`src/rtl/sva_pkg.sv`:
```
// package for the small vector alu: operation and status codes, item word,
// saturation and magnitude helpers
// no dependencies
`default_nettype none

package sva_pkg;

    localparam int VEC_N     = 4;
    localparam int LANES_DEF = 4;
    localparam int FRAC_DEF  = 16;
    localparam int LEN_W     = 33;
    localparam int SQ_STEPS  = 32;
    localparam int SQ_LAT    = SQ_STEPS + 1;
    localparam int SUM_W     = 72;

    localparam logic signed [SUM_W-1:0] Q_MAX_X = 72'sd2147483647;
    localparam logic signed [SUM_W-1:0] Q_MIN_X = -72'sd2147483648;

    typedef enum logic [3:0] {
        OP_ADD, OP_ADD_S, OP_SUB, OP_SUB_S, OP_MUL, OP_MUL_S,
        OP_DIV, OP_DIV_S, OP_LEN, OP_NORM, OP_DOT, OP_CROSS
    } t_op;

    typedef enum logic [1:0] {ST_OK, ST_DZ, ST_SAT, ST_BAD} t_status;

    typedef struct packed {
        logic [3:0]              op;
        logic                    bad;
        logic [VEC_N-1:0]        on;
        logic [VEC_N-1:0][31:0]  a;
        logic [VEC_N-1:0][31:0]  ymag;
        logic [VEC_N-1:0]        qneg;
        logic [VEC_N-1:0][31:0]  res;
        logic [31:0]             sc;
        logic                    ovf;
    } t_item;

    function automatic logic [32:0] f_sat(input logic signed [SUM_W-1:0] v);
        if (v > Q_MAX_X) begin
            return {1'b1, 32'h7fff_ffff};
        end else if (v < Q_MIN_X) begin
            return {1'b1, 32'h8000_0000};
        end
        return {1'b0, v[31:0]};
    endfunction

    function automatic logic [31:0] f_mag(input logic [31:0] v);
        return v[31] ? (~v + 32'd1) : v;
    endfunction

    function automatic logic f_uses_scalar(input logic [3:0] op);
        return (op == OP_ADD_S) || (op == OP_SUB_S) || (op == OP_MUL_S) || (op == OP_DIV_S);
    endfunction

endpackage

`default_nettype wire

```
`src/rtl/sva_sqrt.sv`:
```
// pipelined rounded square root of a 64-bit sum, one root bit per stage
// depends on sva_pkg
`default_nettype none

module sva_sqrt (
    input  wire logic                   i_clk,
    input  wire logic [63:0]            i_sum,
    input  wire logic                   i_carry,
    output logic [sva_pkg::LEN_W-1:0]   o_len
);
    import sva_pkg::*;

    typedef struct packed {
        logic [33:0] rem;
        logic [31:0] root;
        logic [63:0] src;
        logic        cy;
    } t_sq;

    t_sq r_st [SQ_STEPS];
    t_sq n_st [SQ_STEPS];
    t_sq s_in;

    function automatic t_sq f_step(input t_sq s);
        t_sq         o;
        logic [35:0] rs;
        logic [35:0] tr;
        rs     = {s.rem, s.src[63:62]};
        tr     = {2'b00, s.root, 2'b01};
        o.src  = {s.src[61:0], 2'b00};
        o.cy   = s.cy;
        if (rs >= tr) begin
            o.rem  = 34'(rs - tr);
            o.root = {s.root[30:0], 1'b1};
        end else begin
            o.rem  = rs[33:0];
            o.root = {s.root[30:0], 1'b0};
        end
        return o;
    endfunction

    assign s_in = '{rem: '0, root: '0, src: i_sum, cy: i_carry};

    always_comb begin
        n_st[0] = f_step(s_in);
        for (int k = 1; k < SQ_STEPS; k++) begin
            n_st[k] = f_step(r_st[k-1]);
        end
    end

    always_ff @(posedge i_clk) begin
        r_st <= n_st;
        if (r_st[SQ_STEPS-1].cy) begin
            o_len <= {1'b1, 32'h0000_0000};
        end else if (r_st[SQ_STEPS-1].rem > {2'b00, r_st[SQ_STEPS-1].root}) begin
            o_len <= {1'b0, r_st[SQ_STEPS-1].root} + 33'd1;
        end else begin
            o_len <= {1'b0, r_st[SQ_STEPS-1].root};
        end
    end

endmodule

`default_nettype wire

```
`config.mk`:
```
export PLATFORM = sky130hd
export DESIGN_NAME = sva_sqrt
export DESIGN_NICKNAME = d
export VERILOG_FILES = /design/src/rtl/sva_pkg.sv /design/src/rtl/sva_sqrt.sv
export SDC_FILE = /design/constraint.sdc
export NUM_CORES = 2
export LEC_CHECK = 0
export CORE_MARGIN = 8
export CORE_UTILIZATION = 55
export DETAILED_ROUTE_END_ITERATION = 16
export DONT_BUFFER_PORTS = 1
export GPL_TIMING_DRIVEN = 0
export PLACE_DENSITY = 0.73
export SLEW_MARGIN = 40
export SYNTH_ARGS = -nofsm -noshare
export SYNTH_HDL_FRONTEND = slang
export SYNTH_SLANG_ARGS = --single-unit
```
`constraint.sdc`:
```
create_clock -name i_clk -period 2.9 [get_ports i_clk]
set_input_delay 0.58 -clock i_clk [delete_from_list [all_inputs] [get_ports i_clk]]
set_output_delay 0.58 -clock i_clk [all_outputs]
set_load 0.02 [all_outputs]
```
**Word level (Yosys, flattened, before mapping)**

Index checks and enable logic that the tools add are counted.

- Flip-flop bits (word level): 3138
- Input port bits: 66

- Add/subtract/negate cells: 33
- Order comparisons: 33
- Multiplexer cells: 33

Operator list:

| kind | count |
|---|---|
| two-way mux 66 bit | 31 |
| >= comparator 36 x 34 -> 1 bit | 31 |
| subtractor 34 bit | 31 |
| > comparator 34 x 32 -> 1 bit | 1 |
| two-way mux 34 bit | 1 |
| adder 32 x 1 -> 33 bit (second input constant) | 1 |
| two-way mux 33 bit | 1 |
| subtractor 2 x 1 -> 3 bit (second input constant) | 1 |
| >= comparator 2 x 1 -> 1 bit (second input constant) | 1 |

**Logic depth before layout (Yosys ltp)**

- Depth after elaboration: 2
- Depth in mapped cells: 14
- Gate-level depth less buffers: 12

**Worst setup path after synthesis**

Ideal clock, no wire load.

- Path type: reg2reg
- Start: register r_st[3900] in the netlist's numbering
- End: register r_st[3793] in the netlist's numbering
- Data required time: 2782 ps
- Path buffers: 1
- Arrival: 3068 ps
- Period minus slack after synthesis: 3186 ps
- Library setup time: 118 ps
- Slack: -286 ps
- Stages on the path, launching flop included: 11
- Cell sequence: dfxtp_1 -> or4_4 -> or4b_4 -> or4_1 -> or3_4 -> nand2b_1 -> buf_6 -> nor2_4 -> nand3b_2 -> or3_1 -> xnor2_1

RTL lines:

| element | line | RTL |
|---|---|---|
| start, declared | sva_sqrt.sv:20 | `t_sq r_st [SQ_STEPS];` |
| start signal, assigned | sva_sqrt.sv:52 | `r_st <= n_st;` |

==> results.sh <==
export IMPL_synth_seq_cells=2622
export IMPL_drive_above_1_share_pct=20.67
export IMPL_drtPass1Iterations=5
export IMPL_synth_seq_area_share_pct=54.09
export IMPL_grt_setup_unrepaired="true"
export IMPL_synth_edf_count=0
export IMPL_grt_overflow_total=0
export IMPL_violations="setup timing"
export IMPL_cp_max_fo=6
export IMPL_clock_latency_ns=0.94
export IMPL_final_common_cell="dfxtp_1"
export IMPL_synthesis_nets=10290
export IMPL_ant_nets=0
export IMPL_r2r_end="r_st[2087]"
export IMPL_grt_pass1_vias=69790
export IMPL_status="finished, violations left"
export IMPL_hp_start="i_sum[17]"
export IMPL_wl_per_cell_um=17.86
export IMPL_whs_path_depth=1
export IMPL_whs_endpoint="n_st[3952]"
export IMPL_syn_area_mm2=0.09704
export IMPL_boundaryPins=99
export IMPL_synth_largest_area_cell="dfxtp_1"
export IMPL_clk_pin_slew_ns=0.06
export IMPL_htreeDepth=5
export IMPL_fp_coreArea_mm2=0.1757
export IMPL_setup_viol=136
export IMPL_worst_r2r_setup_slack_ns=-0.36
export IMPL_fin_crit_ns=3.258
export IMPL_rows=154
export IMPL_reg2reg_depth=12
export IMPL_netlist_instances=9625
export IMPL_crit_required_ns=3.71
export IMPL_drt_wl_total_um=228700
export IMPL_via_count=70400
export IMPL_clock_sinks=2622
export IMPL_start_kind="flop"
export IMPL_place_hpwl_um=156300
export IMPL_die_w_um=436.1
export IMPL_numPortBuffers=0
export IMPL_drc=0
export IMPL_r2r_start="r_st[2171]"
export IMPL_fp_dieH_um=436.1
export IMPL_power_uw=104900
export IMPL_grt_max_degree=17
export IMPL_dp_slack_ns=-1.377
export IMPL_end_kind="flop"
export IMPL_skew_ns=0.07536
export IMPL_antenna_found_initial=2
export IMPL_yosysWarnings=0
export IMPL_critPathKind="reg -> reg"
export IMPL_timing_final_max_slew_violations=0
export IMPL_synthArstFlopShare_pct=0
export IMPL_numCtsBuffers=275
export IMPL_arrival_ns=4.07
export IMPL_finalWeightedCongestion=0.9186
export IMPL_fmax_mhz=306.9
export IMPL_final_cell_mix="dfxtp_1, inv_1, nor2_1"
export IMPL_root_buffer="clkbuf_16"
export IMPL_slew_headroom_pct=43.56
export IMPL_cap_violations=0
export IMPL_yosysUniqueCellTypes=91
export IMPL_grt_pass1_wl_um=350700
export IMPL_syn_to_final_growth_pct=24.38
export IMPL_num_antenna_cells=0
export IMPL_die_area_mm2=0.1901
export IMPL_p_per_area_mw_per_mm2=868.7
export IMPL_clockBufferDepth=4
export IMPL_tritoncts="built"
export IMPL_irDropWorstVdd_v=0.0008100
export IMPL_vias_per_cell=5.497
export IMPL_synthTopCellsByArea="dfxtp_1, ha_1, xnor2_1, xor2_1, a21oi_1"
export IMPL_fin_ws_ns=-0.3579
export IMPL_ys_flop_type="dfxtp_1"
export IMPL_yosysTopAreaCellShare_pct=54.09
export IMPL_final_nets=10940
export IMPL_p_leak_uw=0.05492
export IMPL_start_util_pct=55.22
export IMPL_track_usage_pct=22.05
export IMPL_hold_violations=0
export IMPL_worstMarginPinSlew_ns=0.8388
export IMPL_drt_iter0_markers=4036
export IMPL_min_period_over_period_pct=112.3
export IMPL_worstHoldPathType="in -> reg"
export IMPL_avgSynthCellArea_um2=10.08
## cell usage after synthesis (all sizes together) (14+ instances only)
cell	number
dfxtp	2622
or2	52
nand2	608
a31oi	47
o21a	102
nand2b	136
o211ai	38
nor3	226
nand3b	25
and4	24
nor3b	17
inv	719
nor4b	15
nor2	685
o41ai	28
clkbuf	189
and3	46
nand4	95
and2	28
o21bai	47
ha	597
mux2	100
nor2b	72
a211oi	57
o31ai	45
or4	58
nor4	152
nand3	162
a21boi	18
a21o	224
a211o	22
or3	94
o21ai	477
a2111oi	14
xnor2	502
xor2	400
o2111ai	15
a21oi	660
## worst max path at each step
stage / startpoint / endpoint / slack (ns) / depth (start not counted)
floorplan: r_st[3900] / r_st[3793] / -0.26 / 10
global placement: r_st[196] / r_st[123] / -1.37 / 13
detailed placement: r_st[1373] / r_st[1284] / -1.38 / 11
CTS: r_st[2171] / r_st[2084] / -0.44 / 12
global route: r_st[2173] / r_st[2087] / -0.40 / 12
finish: r_st[2171] / r_st[2087] / -0.36 / 12
## state kept, by name (all words and copies together), names as in the netlist
| name | count |
|---|---|
| n_st | 961 |
| o_len | 33 |
| r_st | 1628 |
## power breakdown
| group | internal, µW | leakage [µW] | switching (µW) | total (µW) |
|---|---|---|---|---|
| combinational | 10500 | 0.0286 | 11800 | 22300 |
| sequential | 42300 | 0.0219 | 5500 | 47800 |
| clock | 21100 | 0.00441 | 13600 | 34800 |
| total | 73900 | 0.0549 | 31000 | 105000 |
## metal layers
layer	share of wire, %	GRT usage (%)
met1	41	26.33
met3	4.4	3.402
met2	50	39.63
met4	3.8	8.862
met5	0	0
## final cells by class
| type | count | area, µm² |
|---|---|---|
| buffer | 139 | 1311 |
| clock buffer | 383 | 7885 |
| clock inverter | 84 | 1157 |
| fill | 12800 | 55020 |
| inverter | 719 | 2735 |
| multi-input combinational | 6084 | 48170 |
| sequential | 2622 | 52700 |
| tap | 2340 | 2928 |
| timing repair buffer | 434 | 3814 |
## kinds of logic (layout without fill, tap and decap cells)
family	count (synthesis)	after routing	share of synthesized area [%]
DFF	2622	2622	54.09
and+or+nand+nor	2527	2527	12.81
AOI/OAI and AO/OA	1942	1944	12.39
buffers and inverters	921	1759	3.574
xor gates and xnor gates	902	902	8.141
adders and majority gates	597	597	7.697
muxes	113	113	1.294
other	1	1	0.003864
## through the flow
stage | std cells | setup TNS [ns] | util, % | instance area (µm²) | hold WS (ns)
after global routing | 12810 | -34.15 | 68.69 | 120700 | 0.1608
final | 12810 | -16.32 | 68.69 | 120700 | 0.1977
after floorplan | 9625 | -1.708 | - | 97180 | 0.3096
after CTS | 12630 | -10.51 | 65.43 | 115000 | 0.1262
after global placement | 11970 | -493.62 | 56.97 | 100100 | 0.3095
after detailed placement | 11970 | -508.73 | 56.98 | 100100 | 0.3121
## worst max-delay path, stage by stage (launching register included)
cell	delay [ns]
dfxtp_2	0.36
inv_2	0.05
ha_4	0.26
nand4_1	0.14
or4_4	0.56
nor4_4	0.30
nor2_2	0.09
and3_1	0.20
o21a_1	0.14
or4_4	0.61
buf_4	0.18
nor2_4	0.09
xor2_2	0.18
## repair_timing
action | in CTS | in global routing
endpoints found under the hold margin | 66 | 0
gates cloned | 9 | 10
pin swaps | 170 | 404
endpoints found under the setup margin | 948 | 853
hold buffers | 66 | 0
resized for setup | 906 | 1040
buffers inserted | 167 | 186
(Power assumes the default switching activity.)
